[config.mk]
export PLATFORM = sky130hd
export DESIGN_NAME = grid_first_free_cell_search_unit_flat
export DESIGN_NICKNAME = d
export VERILOG_FILES = /design/src/gffs_pkg.sv /design/src/gffs_in_if.sv /design/src/gffs_out_if.sv /design/src/gffs_ram.sv /design/src/gffs_cfg.sv /design/src/gffs_row_unit.sv /design/src/grid_first_free_cell_search_unit.sv /design/src/flat_wrapper.sv
export SDC_FILE = /design/constraint.sdc
export NUM_CORES = 1
export LEC_CHECK = 0
export BUFFER_PORTS_ARGS = -buffer_cell sky130_fd_sc_hd__buf_2
export CAP_MARGIN = 0
export CORE_AREA = 5 5 217 219
export DETAILED_ROUTE_END_ITERATION = 6
export DIE_AREA = 0 0 222 224
export PLACE_DENSITY = 0.84
export RECOVER_POWER = 100
export SLEW_MARGIN = 10
export SYNTH_ARGS = -nofsm -noshare
export SYNTH_HDL_FRONTEND = slang
export SYNTH_SLANG_ARGS = --single-unit
[constraint.sdc]
create_clock -name clk -period 14.2 [get_ports clk]
set_input_delay 1.42 -clock clk [delete_from_list [all_inputs] [get_ports clk]]
set_output_delay 1.42 -clock clk [all_outputs]
set_load 0.01 [all_outputs]
[src/gffs_pkg.sv]
// Package: shared constants, configuration register indexes, sequencer states and size struct.
package gffs_pkg;

  localparam int MAX_COLS_DEF = 16;
  localparam int MAX_ROWS_DEF = 16;

  localparam int CFG_DATA_W = 5;
  localparam int CFG_IDX_W  = 2;
  localparam int SIZE_W     = 7;
  localparam int COUNT_W    = 9;

  localparam logic [CFG_IDX_W-1:0] CFG_COLUMNS  = 2'd0;
  localparam logic [CFG_IDX_W-1:0] CFG_ROWS     = 2'd1;
  localparam logic [CFG_IDX_W-1:0] CFG_DUAL     = 2'd2;
  localparam logic [CFG_IDX_W-1:0] CFG_RESERVED = 2'd3;

  localparam logic [4:0] COLUMNS_RST = 5'd16;
  localparam logic [4:0] ROWS_RST    = 5'd16;

  localparam logic CMD_WRITE  = 1'b0;
  localparam logic CMD_SEARCH = 1'b1;

  localparam logic [COUNT_W-1:0] COUNT_SAT = '1;

  typedef enum logic [2:0] {
    ST_IDLE,
    ST_WR_RD,
    ST_WR_WB,
    ST_SEARCH,
    ST_COUNT,
    ST_DONE
  } state_t;

  // Effective plate size after saturation at the store size.
  typedef struct packed {
    logic              dual;
    logic [SIZE_W-1:0] cols;
    logic [SIZE_W-1:0] rows;
    logic [3:0]        resv;
  } size_cfg_t;

endpackage

[src/gffs_in_if.sv]
// Interface: input word channel carrying one write or search command.
interface gffs_in_if;
  logic       valid;
  logic       ready;
  logic       cmd;
  logic       plate_sel;
  logic [3:0] cell_col;
  logic [3:0] cell_row;
  logic       cell_full;

  modport source (output valid, cmd, plate_sel, cell_col, cell_row, cell_full, input ready);
  modport sink   (input valid, cmd, plate_sel, cell_col, cell_row, cell_full, output ready);
endinterface

[src/gffs_out_if.sv]
// Interface: result word channel with search hit and plate counts.
interface gffs_out_if;
  logic       valid;
  logic       ready;
  logic       found;
  logic       found_plate;
  logic [3:0] found_col;
  logic [3:0] found_row;
  logic [8:0] occupied_count;
  logic [8:0] free_count;

  modport source (output valid, found, found_plate, found_col, found_row, occupied_count,
                  free_count, input ready);
  modport sink   (input valid, found, found_plate, found_col, found_row, occupied_count,
                  free_count, output ready);
endinterface

[src/gffs_ram.sv]
// Generic single-write, single-read RAM with registered read data.
module gffs_ram #(
  parameter int WIDTH = 16,
  parameter int DEPTH = 32
) (
  input  logic                                       clk,
  input  logic                                       we,
  input  logic [((DEPTH > 1) ? $clog2(DEPTH) : 1)-1:0] waddr,
  input  logic [WIDTH-1:0]                           wdata,
  input  logic [((DEPTH > 1) ? $clog2(DEPTH) : 1)-1:0] raddr,
  output logic [WIDTH-1:0]                           rdata
);

  logic [WIDTH-1:0] mem [DEPTH];

  always_ff @(posedge clk) begin
    if (we) begin
      mem[waddr] <= wdata;
    end
    rdata <= mem[raddr];
  end

endmodule

[src/gffs_cfg.sv]
// Configuration registers and saturation of the plate size to the store size.
module gffs_cfg #(
  parameter int MAX_COLS = gffs_pkg::MAX_COLS_DEF,
  parameter int MAX_ROWS = gffs_pkg::MAX_ROWS_DEF
) (
  input  logic                               clk,
  input  logic                               rst_n,
  input  logic                               cfg_we,
  input  logic [gffs_pkg::CFG_IDX_W-1:0]     cfg_idx,
  input  logic [gffs_pkg::CFG_DATA_W-1:0]    cfg_wdata,
  output gffs_pkg::size_cfg_t                size
);

  logic [4:0] cols_r;
  logic [4:0] rows_r;
  logic       dual_r;
  logic [3:0] resv_r;

  always_ff @(posedge clk) begin
    if (!rst_n) begin
      cols_r <= gffs_pkg::COLUMNS_RST;
      rows_r <= gffs_pkg::ROWS_RST;
      dual_r <= 1'b0;
      resv_r <= 4'd0;
    end else if (cfg_we) begin
      case (cfg_idx)
        gffs_pkg::CFG_COLUMNS:  cols_r <= cfg_wdata[4:0];
        gffs_pkg::CFG_ROWS:     rows_r <= cfg_wdata[4:0];
        gffs_pkg::CFG_DUAL:     dual_r <= cfg_wdata[0];
        gffs_pkg::CFG_RESERVED: resv_r <= cfg_wdata[3:0];
        default: ;
      endcase
    end
  end

  assign size.dual = dual_r;
  assign size.resv = resv_r;
  assign size.cols = (int'(cols_r) > MAX_COLS) ? gffs_pkg::SIZE_W'(MAX_COLS)
                                               : gffs_pkg::SIZE_W'(cols_r);
  assign size.rows = (int'(rows_r) > MAX_ROWS) ? gffs_pkg::SIZE_W'(MAX_ROWS)
                                               : gffs_pkg::SIZE_W'(rows_r);

endmodule

[src/gffs_row_unit.sv]
// Shared row unit: first free column and occupied count of one row word.
module gffs_row_unit #(
  parameter int MAX_COLS = gffs_pkg::MAX_COLS_DEF
) (
  input  logic [MAX_COLS-1:0]               row_word,
  input  logic                              row_valid,
  input  logic [gffs_pkg::SIZE_W-1:0]       ncols,
  output logic                              any_free,
  output logic [3:0]                        free_col,
  output logic [$clog2(MAX_COLS+1)-1:0]     occ_cnt
);

  localparam int OCW = $clog2(MAX_COLS + 1);

  logic [MAX_COLS-1:0] mask;
  logic [MAX_COLS-1:0] occ;
  logic [MAX_COLS-1:0] freev;

  always_comb begin
    for (int c = 0; c < MAX_COLS; c++) begin
      mask[c] = (c < int'(ncols));
    end
  end

  // A row that was never written since reset reads as all empty.
  assign occ   = row_word & {MAX_COLS{row_valid}} & mask;
  assign freev = ~occ & mask;
  assign any_free = |freev;

  always_comb begin
    free_col = 4'd0;
    for (int c = MAX_COLS - 1; c >= 0; c--) begin
      if (freev[c]) begin
        free_col = 4'(c);
      end
    end
  end

  always_comb begin
    occ_cnt = '0;
    for (int c = 0; c < MAX_COLS; c++) begin
      occ_cnt = occ_cnt + OCW'(occ[c]);
    end
  end

endmodule

[src/grid_first_free_cell_search_unit.sv]
// Top level: occupancy map of two plates with first-free-cell search and cell counts.
//
//   channel | dir | handshake          | contents
//   in_if   | in  | valid/ready        | cmd, plate_sel, cell_col, cell_row, cell_full
//   out_if  | out | valid/ready        | found, found_plate/col/row, occupied/free count
//   cfg_*   | in  | cfg_we, no wait    | cfg_idx selects register, cfg_wdata its value
//
// One word at a time; in_if.ready is high only in the idle state, which is the accept cycle.
// An in-range write reads and writes back its row. A search reads rows back to back from the
// start plate and moves to the other plate when dual mode is set and no hit was found.
// Both then run a count pass over the rows in use of the selected plate and load the output.
// The occupancy RAM delivers one row per cycle to the row unit.
// Reset empties the map at once through per-row valid flags; there is no clearing pass.
// A finished word waits in the output register and the next word is accepted meanwhile.
module grid_first_free_cell_search_unit #(
  parameter int MAX_COLS = gffs_pkg::MAX_COLS_DEF,
  parameter int MAX_ROWS = gffs_pkg::MAX_ROWS_DEF
) (
  input  logic                            clk,
  input  logic                            rst_n,
  gffs_in_if.sink                         in_if,
  gffs_out_if.source                      out_if,
  input  logic                            cfg_we,
  input  logic [gffs_pkg::CFG_IDX_W-1:0]  cfg_idx,
  input  logic [gffs_pkg::CFG_DATA_W-1:0] cfg_wdata
);

  localparam int DEPTH = 2 * MAX_ROWS;
  localparam int AW    = $clog2(DEPTH);
  localparam int RCW   = $clog2(MAX_ROWS + 1);
  localparam int OCW   = $clog2(MAX_COLS + 1);
  localparam int ACW   = $clog2(MAX_COLS * MAX_ROWS + 1);
  localparam int CW    = gffs_pkg::COUNT_W;

  gffs_pkg::size_cfg_t size;

  gffs_pkg::state_t state_r, state_nxt;

  logic             sel_r, sel_nxt;
  logic [3:0]       col_r, col_nxt;
  logic             full_r, full_nxt;

  logic             iss_plate_r, iss_plate_nxt;
  logic [RCW-1:0]   iss_row_r, iss_row_nxt;
  logic             pass_r, pass_nxt;

  logic             rdv_r, rdv_nxt;
  logic             tag_plate_r;
  logic [RCW-1:0]   tag_row_r;
  logic             tag_vld_r;

  logic             start_plate_r, start_plate_nxt;
  logic             hit_r, hit_nxt;
  logic             hit_plate_r, hit_plate_nxt;
  logic [3:0]       hit_col_r, hit_col_nxt;
  logic [3:0]       hit_row_r, hit_row_nxt;
  logic [ACW-1:0]   acc_r, acc_nxt;

  logic             out_valid_r, out_valid_nxt;
  logic             found_r, found_nxt;
  logic             found_plate_r, found_plate_nxt;
  logic [3:0]       found_col_r, found_col_nxt;
  logic [3:0]       found_row_r, found_row_nxt;
  logic [CW-1:0]    occ_out_r, occ_out_nxt;
  logic [CW-1:0]    free_out_r, free_out_nxt;

  logic [DEPTH-1:0] row_vld_r, row_vld_nxt;

  logic [AW-1:0]       rd_addr;
  logic [MAX_COLS-1:0] rdata;
  logic [MAX_COLS-1:0] wdata;
  logic                ram_we;

  logic                any_free;
  logic [3:0]          free_col;
  logic [OCW-1:0]      occ_cnt;

  logic [RCW-1:0]   nr;
  logic [RCW-1:0]   row0_p0;
  logic             can_issue;
  logic             accept;
  logic             wr_in_range;
  logic [ACW-1:0]   cap;
  logic [ACW-1:0]   free_full;

  gffs_cfg #(.MAX_COLS(MAX_COLS), .MAX_ROWS(MAX_ROWS)) u_cfg (
    .clk       (clk),
    .rst_n     (rst_n),
    .cfg_we    (cfg_we),
    .cfg_idx   (cfg_idx),
    .cfg_wdata (cfg_wdata),
    .size      (size)
  );

  gffs_ram #(.WIDTH(MAX_COLS), .DEPTH(DEPTH)) u_map (
    .clk   (clk),
    .we    (ram_we),
    .waddr (rd_addr),
    .wdata (wdata),
    .raddr (rd_addr),
    .rdata (rdata)
  );

  gffs_row_unit #(.MAX_COLS(MAX_COLS)) u_row (
    .row_word  (rdata),
    .row_valid (tag_vld_r),
    .ncols     (size.cols),
    .any_free  (any_free),
    .free_col  (free_col),
    .occ_cnt   (occ_cnt)
  );

  assign nr = RCW'(size.rows);
  // Plate 0 starts below the reserved rows; with all rows reserved it has none to scan.
  assign row0_p0 = (int'(size.resv) >= int'(size.rows)) ? nr : RCW'(size.resv);
  assign can_issue = (iss_row_r < nr);
  assign rd_addr = AW'(iss_row_r) + (iss_plate_r ? AW'(MAX_ROWS) : AW'(0));

  assign in_if.ready = (state_r == gffs_pkg::ST_IDLE);
  assign accept = in_if.valid && in_if.ready;
  assign wr_in_range = (int'(in_if.cell_col) < MAX_COLS) && (int'(in_if.cell_row) < MAX_ROWS);

  assign cap = ACW'(size.cols) * ACW'(size.rows);
  assign free_full = cap - acc_r;

  // Read-modify-write of one row word: only the addressed column changes.
  always_comb begin
    for (int c = 0; c < MAX_COLS; c++) begin
      wdata[c] = (int'(col_r) == c) ? full_r : (rdata[c] & tag_vld_r);
    end
  end

  always_comb begin
    state_nxt       = state_r;
    sel_nxt         = sel_r;
    col_nxt         = col_r;
    full_nxt        = full_r;
    iss_plate_nxt   = iss_plate_r;
    iss_row_nxt     = iss_row_r;
    pass_nxt        = pass_r;
    rdv_nxt         = 1'b0;
    start_plate_nxt = start_plate_r;
    hit_nxt         = hit_r;
    hit_plate_nxt   = hit_plate_r;
    hit_col_nxt     = hit_col_r;
    hit_row_nxt     = hit_row_r;
    acc_nxt         = acc_r;
    out_valid_nxt   = out_valid_r;
    found_nxt       = found_r;
    found_plate_nxt = found_plate_r;
    found_col_nxt   = found_col_r;
    found_row_nxt   = found_row_r;
    occ_out_nxt     = occ_out_r;
    free_out_nxt    = free_out_r;
    row_vld_nxt     = row_vld_r;
    ram_we          = 1'b0;

    if (out_valid_r && out_if.ready) begin
      out_valid_nxt = 1'b0;
    end

    case (state_r)
      gffs_pkg::ST_IDLE: begin
        if (accept) begin
          sel_nxt       = in_if.plate_sel;
          col_nxt       = in_if.cell_col;
          full_nxt      = in_if.cell_full;
          hit_nxt       = 1'b0;
          hit_plate_nxt = 1'b0;
          hit_col_nxt   = 4'd0;
          hit_row_nxt   = 4'd0;
          acc_nxt       = '0;
          if (in_if.cmd == gffs_pkg::CMD_SEARCH) begin
            iss_plate_nxt = start_plate_r;
            iss_row_nxt   = start_plate_r ? RCW'(0) : row0_p0;
            pass_nxt      = 1'b0;
            state_nxt     = gffs_pkg::ST_SEARCH;
          end else if (wr_in_range) begin
            iss_plate_nxt = in_if.plate_sel;
            iss_row_nxt   = RCW'(in_if.cell_row);
            state_nxt     = gffs_pkg::ST_WR_RD;
          end else begin
            iss_plate_nxt = in_if.plate_sel;
            iss_row_nxt   = '0;
            state_nxt     = gffs_pkg::ST_COUNT;
          end
        end
      end

      gffs_pkg::ST_WR_RD: begin
        state_nxt = gffs_pkg::ST_WR_WB;
      end

      gffs_pkg::ST_WR_WB: begin
        ram_we               = 1'b1;
        row_vld_nxt[rd_addr] = 1'b1;
        iss_plate_nxt        = sel_r;
        iss_row_nxt          = '0;
        state_nxt            = gffs_pkg::ST_COUNT;
      end

      gffs_pkg::ST_SEARCH: begin
        // Rows are read back to back; the first returned row with a free cell wins and
        // rows still in flight behind it are dropped.
        if (rdv_r && any_free) begin
          hit_nxt         = 1'b1;
          hit_plate_nxt   = tag_plate_r;
          hit_col_nxt     = free_col;
          hit_row_nxt     = 4'(tag_row_r);
          start_plate_nxt = tag_plate_r;
          iss_plate_nxt   = sel_r;
          iss_row_nxt     = '0;
          state_nxt       = gffs_pkg::ST_COUNT;
        end else if (can_issue) begin
          rdv_nxt     = 1'b1;
          iss_row_nxt = iss_row_r + 1'b1;
        end else if (!pass_r && size.dual) begin
          pass_nxt      = 1'b1;
          iss_plate_nxt = ~iss_plate_r;
          iss_row_nxt   = iss_plate_r ? row0_p0 : RCW'(0);
        end else if (!rdv_r) begin
          iss_plate_nxt = sel_r;
          iss_row_nxt   = '0;
          state_nxt     = gffs_pkg::ST_COUNT;
        end
      end

      gffs_pkg::ST_COUNT: begin
        if (rdv_r) begin
          acc_nxt = acc_r + ACW'(occ_cnt);
        end
        if (can_issue) begin
          rdv_nxt     = 1'b1;
          iss_row_nxt = iss_row_r + 1'b1;
        end else if (!rdv_r) begin
          state_nxt = gffs_pkg::ST_DONE;
        end
      end

      gffs_pkg::ST_DONE: begin
        if (!out_valid_r || out_if.ready) begin
          out_valid_nxt   = 1'b1;
          found_nxt       = hit_r;
          found_plate_nxt = hit_plate_r;
          found_col_nxt   = hit_col_r;
          found_row_nxt   = hit_row_r;
          occ_out_nxt     = (int'(acc_r) > int'(gffs_pkg::COUNT_SAT)) ? gffs_pkg::COUNT_SAT
                                                                     : CW'(acc_r);
          free_out_nxt    = (int'(free_full) > int'(gffs_pkg::COUNT_SAT)) ? gffs_pkg::COUNT_SAT
                                                                         : CW'(free_full);
          state_nxt       = gffs_pkg::ST_IDLE;
        end
      end

      default: begin
        state_nxt = gffs_pkg::ST_IDLE;
      end
    endcase
  end

  always_ff @(posedge clk) begin
    if (!rst_n) begin
      state_r       <= gffs_pkg::ST_IDLE;
      rdv_r         <= 1'b0;
      pass_r        <= 1'b0;
      start_plate_r <= 1'b0;
      out_valid_r   <= 1'b0;
      row_vld_r     <= '0;
    end else begin
      state_r       <= state_nxt;
      rdv_r         <= rdv_nxt;
      pass_r        <= pass_nxt;
      start_plate_r <= start_plate_nxt;
      out_valid_r   <= out_valid_nxt;
      row_vld_r     <= row_vld_nxt;
    end
  end

  always_ff @(posedge clk) begin
    sel_r         <= sel_nxt;
    col_r         <= col_nxt;
    full_r        <= full_nxt;
    iss_plate_r   <= iss_plate_nxt;
    iss_row_r     <= iss_row_nxt;
    tag_plate_r   <= iss_plate_r;
    tag_row_r     <= iss_row_r;
    tag_vld_r     <= row_vld_r[rd_addr];
    hit_r         <= hit_nxt;
    hit_plate_r   <= hit_plate_nxt;
    hit_col_r     <= hit_col_nxt;
    hit_row_r     <= hit_row_nxt;
    acc_r         <= acc_nxt;
    found_r       <= found_nxt;
    found_plate_r <= found_plate_nxt;
    found_col_r   <= found_col_nxt;
    found_row_r   <= found_row_nxt;
    occ_out_r     <= occ_out_nxt;
    free_out_r    <= free_out_nxt;
  end

  assign out_if.valid          = out_valid_r;
  assign out_if.found          = found_r;
  assign out_if.found_plate    = found_plate_r;
  assign out_if.found_col      = found_col_r;
  assign out_if.found_row      = found_row_r;
  assign out_if.occupied_count = occ_out_r;
  assign out_if.free_count     = free_out_r;

endmodule

[src/flat_wrapper.sv]
// flat-port wrapper written by rule: the top's interface ports become plain ports
module grid_first_free_cell_search_unit_flat 
#(
  parameter int MAX_COLS = gffs_pkg::MAX_COLS_DEF,
  parameter int MAX_ROWS = gffs_pkg::MAX_ROWS_DEF
)
  (clk, rst_n, cfg_we, cfg_idx, cfg_wdata, in_if_valid, in_if_cmd, in_if_plate_sel, in_if_cell_col, in_if_cell_row, in_if_cell_full, in_if_ready, out_if_valid, out_if_found, out_if_found_plate, out_if_found_col, out_if_found_row, out_if_occupied_count, out_if_free_count, out_if_ready);
  gffs_in_if in_if_i ();
  gffs_out_if out_if_i ();
  input  logic clk;
  input  logic rst_n;
  input  logic cfg_we;
  input  logic [gffs_pkg::CFG_IDX_W-1:0] cfg_idx;
  input  logic [gffs_pkg::CFG_DATA_W-1:0] cfg_wdata;
  input wire logic [$bits(in_if_i.valid)-1:0] in_if_valid;
  input wire logic [$bits(in_if_i.cmd)-1:0] in_if_cmd;
  input wire logic [$bits(in_if_i.plate_sel)-1:0] in_if_plate_sel;
  input wire logic [$bits(in_if_i.cell_col)-1:0] in_if_cell_col;
  input wire logic [$bits(in_if_i.cell_row)-1:0] in_if_cell_row;
  input wire logic [$bits(in_if_i.cell_full)-1:0] in_if_cell_full;
  output wire logic [$bits(in_if_i.ready)-1:0] in_if_ready;
  output wire logic [$bits(out_if_i.valid)-1:0] out_if_valid;
  output wire logic [$bits(out_if_i.found)-1:0] out_if_found;
  output wire logic [$bits(out_if_i.found_plate)-1:0] out_if_found_plate;
  output wire logic [$bits(out_if_i.found_col)-1:0] out_if_found_col;
  output wire logic [$bits(out_if_i.found_row)-1:0] out_if_found_row;
  output wire logic [$bits(out_if_i.occupied_count)-1:0] out_if_occupied_count;
  output wire logic [$bits(out_if_i.free_count)-1:0] out_if_free_count;
  input wire logic [$bits(out_if_i.ready)-1:0] out_if_ready;
  assign in_if_i.valid = in_if_valid;
  assign in_if_i.cmd = in_if_cmd;
  assign in_if_i.plate_sel = in_if_plate_sel;
  assign in_if_i.cell_col = in_if_cell_col;
  assign in_if_i.cell_row = in_if_cell_row;
  assign in_if_i.cell_full = in_if_cell_full;
  assign in_if_ready = in_if_i.ready;
  assign out_if_valid = out_if_i.valid;
  assign out_if_found = out_if_i.found;
  assign out_if_found_plate = out_if_i.found_plate;
  assign out_if_found_col = out_if_i.found_col;
  assign out_if_found_row = out_if_i.found_row;
  assign out_if_occupied_count = out_if_i.occupied_count;
  assign out_if_free_count = out_if_i.free_count;
  assign out_if_i.ready = out_if_ready;
  grid_first_free_cell_search_unit #(.MAX_COLS(MAX_COLS), .MAX_ROWS(MAX_ROWS)) u_core (.clk(clk), .rst_n(rst_n), .in_if(in_if_i), .out_if(out_if_i), .cfg_we(cfg_we), .cfg_idx(cfg_idx), .cfg_wdata(cfg_wdata));
endmodule
Yosys cells after proc, flatten, opt, wreduce, memory -nomap -nowiden
Memory sizes are Yosys's and may differ from the RTL's. A register that Yosys moved wholly into a read port is not among the register bits.
Index checks and enable logic that the tools add are counted.
{"block": "totals", "out_inout_bits": 30, "regBits": 119, "wordCells": 257, "mem_count": 1, "mem_bits_rw": 512}
{"name": "u_core.u_map.mem", "words": 32, "word_bits": 16, "read_ports": 1, "rd_clocked_by_memory_dff": 1, "write_ports": 1, "line": "gffs_ram.sv:14", "rtl": "logic [WIDTH-1:0] mem [DEPTH];"}
{"block": "classes", "eq_ne": 39, "n_reduce_logical": 29, "magnitude_cmp": 22, "mux": 95, "add_sub_neg": 19, "bitwise_logic": 22, "mul": 1}
{"operator": "2-to-1 mux 4 bit", "n": 19}
{"operator": "2-to-1 mux 5 bit", "n": 13}
{"operator": "< comparator 4 x 7 -> 1 bit (first input constant)", "n": 8}
{"operator": "adder 5 x 1 -> 5 bit", "n": 11}
{"operator": "bitwise AND 16 bit", "n": 3}
{"operator": "2-to-1 mux 1 bit", "n": 40}
{"operator": "equality test 4 bit (second input constant)", "n": 8}
{"operator": "bitwise OR 32 bit", "n": 1}
{"operator": "< comparator 3 x 7 -> 1 bit (first input constant)", "n": 4}
{"operator": "2-to-1 mux 3 bit", "n": 8}
{"operator": "case mux 5 bit (4 select lines)", "n": 1}
{"operator": "2-to-1 mux 9 bit", "n": 2}
{"operator": "case mux 3 bit (6 select lines)", "n": 1}
{"operator": "case mux 9 bit (2 select lines)", "n": 1}
{"operator": "bitwise AND 1 bit", "n": 16}
{"operator": "equality test 4 x 3 -> 1 bit (second input constant)", "n": 4}
{"operator": "inverter 16 bit", "n": 1}
{"operator": "case mux 4 bit (2 select lines)", "n": 2}
{"operator": "OR reduction 16 bit", "n": 1}
{"operator": "< comparator 2 x 7 -> 1 bit (first input constant)", "n": 2}
{"operator": "AND reduction 2 bit", "n": 7}
{"operator": "!= test 2 bit (second input constant)", "n": 6}
{"operator": "greater-than comparator 5 bit (second input constant)", "n": 2}
{"operator": "!= test 2 x 1 -> 1 bit (second input constant)", "n": 5}
{"operator": "other kinds (45)", "n": 61}

Longest topological paths before layout
Gate-level depths: netlist of the first run.
{"block": "logic_depth", "ltp_word": 24, "depth_mapped": 21}

Hierarchy
Synthesis of the first run repeated with hierarchy kept, for this count alone.
{"block": "unflattened", "hier_cells": 1980, "hier_area_um2": 28628.7}
{"module": "gffs_ram", "instances": 1, "seq_area_each_um2": 15695.1, "area_each_um2": 20534.7, "cells_per_inst": 1143}
{"module": "grid_first_free_cell_search_unit", "instances": 1, "seq_area_each_um2": 2672.6, "area_each_um2": 6293.5, "cells_per_inst": 609}
{"module": "gffs_row_unit", "instances": 1, "seq_area_each_um2": 0.0, "area_each_um2": 1117.3, "cells_per_inst": 156}
{"module": "gffs_cfg", "instances": 1, "seq_area_each_um2": 300.3, "area_each_um2": 683.2, "cells_per_inst": 72}

Worst setup path after synthesis of the first run
Ideal clock, no wire load.
{"block": "synth_path", "path_type": "register -> register", "startpoint": "register u_core.u_cfg.cols_r[2]", "endpoint": "register u_core.acc_r[8], data pin", "path_stages_with_launch": 18, "setup_time_ns": 0.266, "arrival_ns": 4.796, "setup_slack_ns": 9.138, "required_time_ns": 13.934, "n_path_buf": 2, "synth_period_minus_slack_ns": 5.062, "path_cell_list": "dfxtp_1 > buf_6 > or3_1 > clkbuf_2 > o311ai_0 > fa_1 > fa_1 > fa_1 > fa_1 > fa_1 > fa_1 > nor2b_1 > o21ai_0 > nand2b_1 > and2_1 > o2111ai_1 > xor2_1 > nor2_1"}
{"block": "synth_via", "elab_chain_cells": 22, "word_cells_on_any_way": 37}
{"element": "start, declared", "line": "gffs_cfg.sv:14", "rtl": "logic [4:0] cols_r;"}
{"element": "start signal, assigned", "line": "gffs_cfg.sv:21", "rtl": "cols_r <= gffs_pkg::COLUMNS_RST;"}
{"element": "start signal, assigned", "line": "gffs_cfg.sv:27", "rtl": "gffs_pkg::CFG_COLUMNS: cols_r <= cfg_wdata[4:0];"}
{"element": "greater-than comparator 5 bit", "line": "gffs_cfg.sv:38", "rtl": "assign size.cols = (int'(cols_r) > MAX_COLS) ? gffs_pkg::SIZE_W'(MAX_COLS)"}
{"element": "2-to-1 mux 5 bit *", "line": "gffs_cfg.sv:38"}
{"element": "< comparator 1 x 7 -> 1 bit or < comparator 1 x 5 -> 1 bit (tied branches)", "line": "gffs_row_unit.sv:21", "rtl": "mask[c] = (c < int'(ncols));"}
{"element": "bitwise AND 16 bit *", "line": "gffs_row_unit.sv:26", "rtl": "assign occ = row_word & {MAX_COLS{row_valid}} & mask;"}
{"element": "adder 1 x 1 -> 2 bit", "line": "gffs_row_unit.sv:42", "rtl": "occ_cnt = occ_cnt + OCW'(occ[c]);"}
{"element": "adder 2 x 1 -> 3 bit", "line": "gffs_row_unit.sv:42"}
{"element": "adder 3 x 1 -> 4 bit", "line": "gffs_row_unit.sv:42"}
{"element": "adder 4 x 1 -> 5 bit", "line": "gffs_row_unit.sv:42"}
{"element": "adder 5 x 1 -> 5 bit (10 in a row)", "line": "gffs_row_unit.sv:42"}
{"element": "adder 5 x 1 -> 5 bit *", "line": "gffs_row_unit.sv:42"}
{"element": "adder 9 x 5 -> 9 bit *", "line": "grid_first_free_cell_search_unit.sv:230", "rtl": "acc_nxt = acc_r + ACW'(occ_cnt);"}
{"element": "2-to-1 mux 9 bit *", "line": "grid_first_free_cell_search_unit.sv:229", "rtl": "if (rdv_r) begin"}
{"element": "case mux 9 bit (2 select lines) *", "line": "grid_first_free_cell_search_unit.sv:162", "rtl": "case (state_r)"}
{"element": "end signal, assigned", "line": "grid_first_free_cell_search_unit.sv:292", "rtl": "acc_r <= acc_nxt;"}
{"element": "end, declared", "line": "grid_first_free_cell_search_unit.sv:57", "rtl": "logic [ACW-1:0] acc_r, acc_nxt;"}
Every way passes the cells marked *; elsewhere a longest branch is shown, timed or not. The select of a mux whose other input is x is not followed.
A chain may end at the register's enable or synchronous reset.

Final worst setup path of the first run
{"block": "layout_path", "startpoint": "register u_core.iss_row_r[0]", "endpoint": "register u_core.u_map.rdata[12] (read register of u_core.u_map.mem)"}
{"block": "layout_via", "elab_chain_cells": 1}
{"element": "start, declared", "line": "grid_first_free_cell_search_unit.sv:44", "rtl": "logic [RCW-1:0] iss_row_r, iss_row_nxt;"}
{"element": "start signal, assigned", "line": "grid_first_free_cell_search_unit.sv:284", "rtl": "iss_row_r <= iss_row_nxt;"}
{"element": "adder 5 bit", "line": "grid_first_free_cell_search_unit.sv:117", "rtl": "assign rd_addr = AW'(iss_row_r) + (iss_plate_r ? AW'(MAX_ROWS) : AW'(0));"}
{"element": "end, declared", "line": "gffs_ram.sv:11", "rtl": "output logic [WIDTH-1:0] rdata"}
No other way between the ends.

==> results of run 1 <==
[per-stage QoR]
stage | instance area [µm²] | total power, mW | utilization [%] | setup WS, ns | cells
2_1_floorplan | 26600 | 2.86 | - | 9.14 | 1538
3_3_place_gp | 27800 | 3.14 | 62.0 | 8.79 | 2180
3_5_place_dp | 27800 | 3.16 | 62.0 | 8.62 | 2180
4_1_cts | 29800 | 4.76 | 66.4 | 8.61 | 2294
5_1_grt | 29500 | 4.92 | 65.8 | 4.52 | 2294
6_report | 29500 | 4.75 | 65.8 | 5.73 | 2294
[where the power goes]
group / internal (mW) / total [mW] / switching [mW]
Combinational: 0.381 / 0.912 / 0.531
Sequential: 2.15 / 2.23 / 0.0751
Clock: 0.919 / 1.61 / 0.694
Total: 3.45 / 4.75 / 1.30
[routing by layer]
layer	GRT usage [%]	vias up	part of all wire [%]
met1	33.2	7507	37
met4	9.43	0	4.3
met3	4.91	166	9.6
met2	40.5	894	49
li1	-	6237	-
met5	0	-	0
[cell usage after synthesis, drive strengths merged, types with 2 or more instances]
master	number	share of area (%)
and2	7	0.16
a31oi	4	0.094
a21oi	33	0.62
or3	3	0.071
a21boi	5	0.16
nor2b	29	0.68
edfxtp	571	65
nand2	91	1.3
o211a	3	0.11
a22o	2	0.066
nand3	16	0.30
xor2	6	0.20
fa	29	2.2
nand3b	3	0.085
nor3	20	0.41
buf	19	0.31
a22oi	61	1.7
nor3b	2	0.057
o31ai	2	0.057
o22a	2	0.066
a21o	9	0.25
o21ai	36	0.68
xnor2	12	0.40
inv	55	0.78
mux4	136	12
o311ai	2	0.066
a32oi	4	0.16
o221ai	4	0.13
dfxtp	76	5.7
o21a	34	0.96
clkbuf	50	0.71
nand2b	15	0.35
or2	6	0.14
o21bai	4	0.11
o211ai	2	0.057
nor2	95	1.3
ha	35	1.6
and3	7	0.16
nand4b	8	0.26
mux2i	15	0.57
nand4	10	0.24
[state kept, by name (all words and copies together), names as in the netlist, 5 cells and up]
signal                        flops
u_core.u_map.mem                512
u_core.u_cfg.cols_r               5
u_core.iss_row_r                  5
u_core.u_cfg.rows_r               5
u_core.u_map.rdata               16
u_core.acc_r                      9
u_core.out_if.free_count          9
u_core.out_if.occupied_count      9
u_core.row_vld_r                 32
[final cells by class]
class                   instances  area, µm²
clock buffers                  87       1720
repair buffers                111        472
clock inverters                27        278
fillers                      2947      15400
inverters                      55        206
multi-input cells             767       7430
well taps                     600        751
flip-flops and latches        647      18700
[logic make-up (layout without fill, tap and decap cells)]
logic type / count (synthesis) / after routing / share of synthesized area (%)
compound gates: 219 / 219 / 5.73
buf+inv: 124 / 280 / 1.80
mux: 152 / 152 / 12.1
xor+xnor: 18 / 18 / 0.594
flops: 647 / 647 / 70.3
fa+ha+maj: 65 / 65 / 3.87
simple gates: 313 / 313 / 5.59
[critical path: cells and delay by family (launching register included)]
kind / cells / cell delay (ns)
multiplexers: 1 / 0.60
AO/OA/AOI/OAI: 1 / 0.48
flip-flops: 1 / 0.43
buffers and inverters: 3 / 6.36
AND/OR/NAND/NOR: 1 / 0.26
[path summary, 6_finish.rpt]
| path | start | end | slack (ns) |
|---|---|---|---|
| max | u_core.iss_row_r[0] | u_core.u_map.rdata[12] | 5.73 |
| min reg2reg | u_core.hit_row_r[2] | u_core.out_if.found_row[2] | 0.42 |
| min | u_core.hit_row_r[2] | u_core.out_if.found_row[2] | 0.42 |
| max reg2reg | u_core.iss_row_r[0] | u_core.u_map.rdata[12] | 5.73 |
==> run metrics, run 1 <==
slowest CP cell clkbuf_1; RePlAce Congestion 0.863; DRC 0; Net Count, Synth 1625; commonest non-fill, non-tap cell in the layout edfxtp_1; port bufs 52; chip width 222 µm; GRT Total Usage 24.6%; Main synth FF type edfxtp_1; CTS tree yes; Starting Density 59.2%; WHS Path Cells 0; failing checks max-capacitance violations, max-slew violations; unrepaired setup endpoints after global routing no; DRT antenna net count 0; Nets 1729; post-CTS sizing 0; highest net fanout along the worst path 54; Rel. slew slack -145%; CP arrival 8.89 ns; initial antenna violation count 0; layout cells sized above 1 15.8%; Crit path largest cell delay 2.73 ns; status finished, violations left; Clock Pin Slew Worst Setup and Hold Paths 0.07 ns; leak pwr 9.82 nW; CP endpoint kind flip-flop; critical path, cell by cell clkbuf_1, clkbuf_1, buf_4, mux4_2, a22oi_1, nand4_1; die area 49700 µm²; Yosys Warn Count 0; I/O Pins 53; TNS Setup 0 ns; total CTS buffers 60; Max Cap Violations 15; Mapped Area 26600 µm²; number of synthesized register bits 647; mean post-synth cell area 17.3 µm²; final hold slack 0.418 ns; total clock sinks 647; Worst Setup Start Kind flip-flop; final count of pins violating max slew 522; post-CTS setup buffers 0; cell row count 78; Most Frequent Cell on Critical Path clkbuf_1; area of the core 44900 µm²; Netlist cell types 62; H-tree depth 2; area growth from synthesis to layout 11.2%; Fmax 118 MHz; Worst EP required 14.63 ns; final WL 61400 µm; Pwr Density 161 nW/µm²; Final Hold Violating Endpoints 0; global-route wire length before repair 92900 µm; total global routing overflow 0; via/cell ratio 6.45; Post-synth ARST share 0%; Max Root-Sink Buffers 3; Post-synth EDFFs 571; post-DR wirelength/cell 26.8 µm; fin crit share 59.6%; root buffer cell clkbuf_16; Die Span Y 224 µm; hold buffers post-CTS 0; cell count after synthesis 1538; kind of critical path flip-flop to flip-flop; DP Wirelength 38400 µm; number of global-route vias before repair 15.1k; Tmin final 8.47 ns; register area share after synthesis 70.3%; highest ir drop seen on vdd 0.139 mV; slew at the pin closest to its max-slew limit 3.68 ns; largest net degree at the start of global routing 67; Hold Crit Class flip-flop to flip-flop; drt pass-1 iters 5; DR vias 14.8k; R2R depth 6; antenna cells 0; most frequent cells in the layout 571 x edfxtp_1, 136 x mux4_2, 99 x clkbuf_1; initial detailed-routing violation count 1892; Final setup viols 0; Worst Skew 0.0198 ns; Clk Latency, worst-skew pair 0.63 ns
Note: power is estimated with default switching activity, not from simulation.
==> run 2: changes to the inputs <==
--- a/config.mk
+++ b/config.mk
@@ -5,12 +5,13 @@
 export SDC_FILE = /design/constraint.sdc
 export NUM_CORES = 1
 export LEC_CHECK = 0
+export ABC_AREA = 1
 export BUFFER_PORTS_ARGS = -buffer_cell sky130_fd_sc_hd__buf_2
 export CAP_MARGIN = 0
-export CORE_AREA = 5 5 217 219
+export CORE_AREA = 5 5 227 229
 export DETAILED_ROUTE_END_ITERATION = 6
-export DIE_AREA = 0 0 222 224
-export PLACE_DENSITY = 0.84
+export DIE_AREA = 0 0 232 234
+export PLACE_DENSITY = 0.83
 export RECOVER_POWER = 100
 export SLEW_MARGIN = 10
 export SYNTH_ARGS = -nofsm -noshare
==> constraint.sdc (replaced) <==
create_clock -name clk -period 7.5 [get_ports clk]
set_input_delay 0.75 -clock clk [delete_from_list [all_inputs] [get_ports clk]]
set_output_delay 0.75 -clock clk [all_outputs]
set_load 0.01 [all_outputs]
==> run metrics, run 2 <==
status finished, violations left; failing checks max-capacitance violations, max-slew violations; Hold Crit Class primary input to flip-flop; Final setup viols 0; initial detailed-routing violation count 2913; antenna cells 0; chip width 232 µm; Die Span Y 234 µm; slew at the pin closest to its max-slew limit 3.66 ns; I/O Pins 53; Worst Setup Start Kind flip-flop; initial antenna violation count 2; post-synth top area share 63.1%; DRT antenna net count 0; cell row count 82; Worst EP required 7.96 ns; unrepaired setup endpoints after global routing no; kind of critical path flip-flop to flip-flop; Fillers 3811; Rel. slew slack -145%; highest net fanout along the worst path 104; P_sw 4.37 mW; post-CTS setup buffers 0; most numerous cell in the Yosys netlist edfxtp_1; Post-synth ARST share 0%; Area contributors post-synth edfxtp_1 63%, nor2_1 6.4%, dfxtp_1 5.6%; Largest register FFs 512; worst reg2reg setup slack 1.13 ns; most frequent cells in the layout 571 x edfxtp_1, 467 x nor2_1, 306 x o21ai_0; cell count after synthesis 2305; final count of pins violating max slew 578; Max Root-Sink Buffers 3; post-CTS sizing 0; Synth top cells by count 571 x edfxtp_1, 463 x nor2_1, 304 x o21ai_0, 231 x nand2_1, 136 x o22ai_1; Net Count, Synth 2392; Tmin final 6.37 ns; Clk pwr share 25.8%; fin crit share 85.0%; R2R depth 8; drt pass-1 iters 6; Reg with most FFs u_core.u_map.mem; Yosys Warn Count 0; slowest CP cell clkinvlp_2; origin of the worst setup path u_core.iss_row_r[0]; post-DR wirelength/cell 23.1 µm; highest ir drop seen on vdd 0.258 mV; CTS tree yes; area growth from synthesis to layout 10.0%; RePlAce Congestion 0.865; cell-internal power 7.20 mW; placed cell count 2975; number of global-route vias before repair 18.8k; Critical path destination u_core.u_map.rdata[5]; total CTS buffers 61; Mapped Area 27200 µm²; Non-Filler Instances 3088; DR vias 19.0k; root buffer cell clkbuf_16; area leader, netlist edfxtp_1; Main synth FF type edfxtp_1; Final Hold Violating Endpoints 0; mean post-synth cell area 11.8 µm²; register area share after synthesis 68.7%; register area 18700 µm²; critical path, cell by cell clkinvlp_2, buf_4, o21ai_0, o22ai_1, nand2_1, nand2_1, a221oi_1, nand2_1; area occupied by multi-input gates 7450 µm²; DRC 0; Fmax 157 MHz; Clock Pin Slew Worst Setup and Hold Paths 0.06 ns; final hold slack 0.316 ns; Max Cap Violations 17; commonest non-fill, non-tap cell in the layout edfxtp_1; Worst Skew 0.0546 ns; Starting Density 54.9%; Largest regs u_core.u_map.mem x512, u_core.row_vld_r x32, u_core.u_map.rdata x16; GRT Total Usage 25.9%; CP endpoint kind flip-flop; Seq pwr share 40.4%; global-route wire length before repair 108000 µm; hold buffers post-CTS 0; TNS Setup 0 ns; DP Wirelength 42300 µm; area of the core 49500 µm²; total clock sinks 647; number of synthesized register bits 647; port bufs 52; die area 54300 µm²; Nets 2453; R2R Path End u_core.u_map.rdata[5]; Clk Latency, worst-skew pair 0.66 ns; Post-synth EDFFs 571; worst r2r src u_core.iss_row_r[0]; layout cells sized above 1 6.42%; Netlist cell types 53; Most Frequent Cell on Critical Path nand2_1; H-tree depth 2; CP arrival 6.84 ns; Crit path largest cell delay 2.74 ns; switching share of power 37.7%; total global routing overflow 0; largest net degree at the start of global routing 145; via/cell ratio 6.16; Pwr Density 387 nW/µm²; leak pwr 10.3 nW; Comb pwr share 33.8%; final WL 71300 µm
[run 2: through the flow]
step / area, µm² / power [mW] / worst slack, ns / utilization [%]
CTS: 30300 / 11.5 / 1.90 / 61.2
finish: 29900 / 11.6 / 1.13 / 60.5
global placement: 28300 / 8.34 / 2.04 / 57.3
global route: 29900 / 12.1 / 0.747 / 60.5
detailed placement: 28300 / 8.51 / 1.91 / 57.3
floorplan: 27200 / 7.15 / 2.48 / -
[run 2: how the worst min path moves through the flow]
stage / start / end / slack (ns) / depth (start not counted)
finish: in_if_cell_col[2] / u_core.col_r[2] / 0.32 / 1
global route: in_if_cell_col[1] / u_core.col_r[1] / 0.30 / 1
CTS: in_if_cell_col[2] / u_core.col_r[2] / 0.28 / 1
detailed placement: u_core.hit_row_r[2] / u_core.out_if.found_row[2] / 0.40 / 0
global placement: u_core.hit_col_r[0] / u_core.out_if.found_col[0] / 0.40 / 0
floorplan: u_core.iss_row_r[2] / u_core.tag_row_r[2] / 0.37 / 0
[run 2: cells by family (layout without fill, tap and decap cells)]
group | count (synthesis) | count (layout) | share of synthesized area [%]
and+or+nand+nor | 778 | 778 | 11.7
DFF | 647 | 647 | 68.7
AOI/OAI and AO/OA | 556 | 556 | 11.7
buffers and inverters | 247 | 358 | 3.73
adders and majority gates | 64 | 64 | 3.75
xor gates and xnor gates | 13 | 13 | 0.419
[run 2: power by group through the flow]
stage	combinational [mW]	clock (mW)	sequential [mW]
6_report	3.91	2.99	4.67
5_1_grt	4.22	3.16	4.69
4_1_cts	3.85	3.03	4.64
3_5_place_dp	3.80	0	4.72
3_3_place_gp	3.64	0	4.70
2_1_floorplan	2.49	0	4.66
[run 2: worst max-delay path: cells and delay by family, from the launching register on]
family,cells,cell delay (ns)
simple gates,3,0.42
buf+inv,2,4.13
compound gates,3,1.03
flops,1,0.45
[run 2: cell type report]
| type | count | area share [%] |
|---|---|---|
| clock buffer | 81 | 5.56 |
| multi-input combinational | 1411 | 24.9 |
| inverter | 129 | 1.64 |
| tap | 672 | 2.81 |
| clock inverter | 32 | 0.921 |
| sequential | 647 | 62.4 |
| timing repair buffer | 116 | 1.72 |
[run 2: metal layers]
metal / up-vias / share of wire, % / global-route usage, %
li1: 8352 / - / -
met1: 9035 / 35 / 32.6
met2: 1366 / 47 / 42.3
met3: 263 / 11 / 5.51
met4: 4 / 6.7 / 14.6
met5: - / 0.039 / 0
==> run 3: changes to the inputs <==
==> constraint.sdc (replaced) <==
create_clock -name clk -period 5.33 [get_ports clk]
set_input_delay 0.533 -clock clk [delete_from_list [all_inputs] [get_ports clk]]
set_output_delay 0.533 -clock clk [all_outputs]
set_load 0.01 [all_outputs]
==> run metrics, run 3 (same netlist as run 2, synthesis figures left out) <==
slowest CP cell buf_2; Worst Setup Start Kind flip-flop; fin crit share 95.2%; unrepaired setup endpoints after global routing no; kind of critical path flip-flop to flip-flop; Worst EP required 5.63 ns; Reg with most FFs u_core.u_map.mem; origin of the worst setup path u_core.iss_row_r[0]; Fillers 3733; Worst Skew 0.0399 ns; Final Hold Violating Endpoints 0; Max Root-Sink Buffers 3; critical path, cell by cell buf_2, ha_1, nand2_1, nor2_1, buf_4; DRT antenna net count 0; Starting Density 54.9%; root buffer cell clkbuf_16; drt pass-1 iters 7; slew at the pin closest to its max-slew limit 3.24 ns; highest net fanout along the worst path 180; CP arrival 5.38 ns; number of global-route vias before repair 18.3k; Post-Place Setup Slack 0.0768 ns; DP Wirelength 42900 µm; hold path start in_if_cell_col[3]; H-tree depth 3; area growth from synthesis to layout 11.5%; Final Worst Setup Slack 0.254 ns; RePlAce Congestion 0.889; antenna cells 0; area of the core 49500 µm²; layout cells sized above 1 7.86%; most frequent cells in the layout 571 x edfxtp_1, 466 x nor2_1, 305 x o21ai_0; Design Area, Final 30300 µm²; final count of pins violating max slew 549; global-route wire length before repair 107000 µm; chip width 232 µm; CP bufs+invs 2; CP endpoint kind flip-flop; Die Span Y 234 µm; Crit path largest cell delay 2.25 ns; commonest non-fill, non-tap cell in the layout edfxtp_1; highest ir drop seen on vdd 0.408 mV; leak pwr 10.6 nW; post-DR wirelength/cell 22.8 µm; GRT Total Usage 25.8%; Fmax 197 MHz; Clock Pin Slew Worst Setup and Hold Paths 0.06 ns; largest net degree at the start of global routing 209; total clock sinks 647; failing checks max-capacitance violations, max-slew violations; Rel. slew slack -116%; worst r2r src u_core.iss_row_r[0]; final WL 70700 µm; Tmin final 5.08 ns; initial detailed-routing violation count 2659; Pwr Density 552 nW/µm²; die area 54300 µm²; Hold Crit Class primary input to flip-flop; status finished, violations left; Largest register FFs 512; Final setup viols 0; Max Cap Violations 12; I/O Pins 53; Clk Latency, worst-skew pair 0.62 ns; Nets 2464; placed inst area 28400 µm²; DR vias 18.9k; Largest regs u_core.u_map.mem x512, u_core.row_vld_r x32, u_core.u_map.rdata x16; port bufs 52; cell row count 82; via/cell ratio 6.09; CP delay by family, top buffers and inverters; total global routing overflow 0; TNS Setup 0 ns; DRC 0; total CTS buffers 66; CTS tree yes; initial antenna violation count 0
## run 3: where the power goes
| group | total [mW] | internal (mW) | switching [mW] |
|---|---|---|---|
| clock | 4.70 | 2.74 | 1.96 |
| combinational | 5.46 | 1.46 | 4.00 |
| sequential | 6.56 | 6.34 | 0.216 |
## run 3: layer usage
metal	up-vias	track usage [%]	share of wire, %
met5	-	0	0
met4	0	12.5	5.6
met3	211	5.25	11
met2	1200	42.0	47
met1	9091	33.7	37
li1	8387	-	-
## run 3: final timing paths
kind                                end  slack (ns)  depth (start not counted)
min                     u_core.col_r[3]        0.13                          1
min reg2reg  u_core.out_if.found_col[3]        0.42                          0
max              u_core.u_map.mem[5][1]        0.25                          5
max reg2reg      u_core.u_map.mem[5][1]        0.25                          5
## run 3: through the flow
stage               power, mW  utilization, %  instances  hold slack [ns]
finish                   16.7            61.3       3102            0.125
CTS                      16.7            61.9       3102            0.104
global placement         11.8            57.4       2981            0.404
global route             17.5            61.3       3102            0.108
floorplan                10.1               -       2305            0.371
detailed placement       12.0            57.4       2981            0.405
## run 3: timing repair
action / 4_1_cts / 5_1_grt
endpoints found under the setup margin: 0 / 2
resized for setup: 0 / 8
setup buffers: 0 / 0
hold buffers: 0 / 0
hold endpoints to repair: 0 / 0
## run 3: layout make-up
cell class | instances | area (µm²) | area share [%]
Multi-Input combinational cell | 1411 | 7480 | 24.7
Tap cell | 672 | 841 | 2.77
Inverter | 129 | 499 | 1.65
Sequential cell | 647 | 18700 | 61.6
Clock inverter | 30 | 387 | 1.28
Timing Repair Buffer | 122 | 586 | 1.93
Clock buffer | 91 | 1840 | 6.06
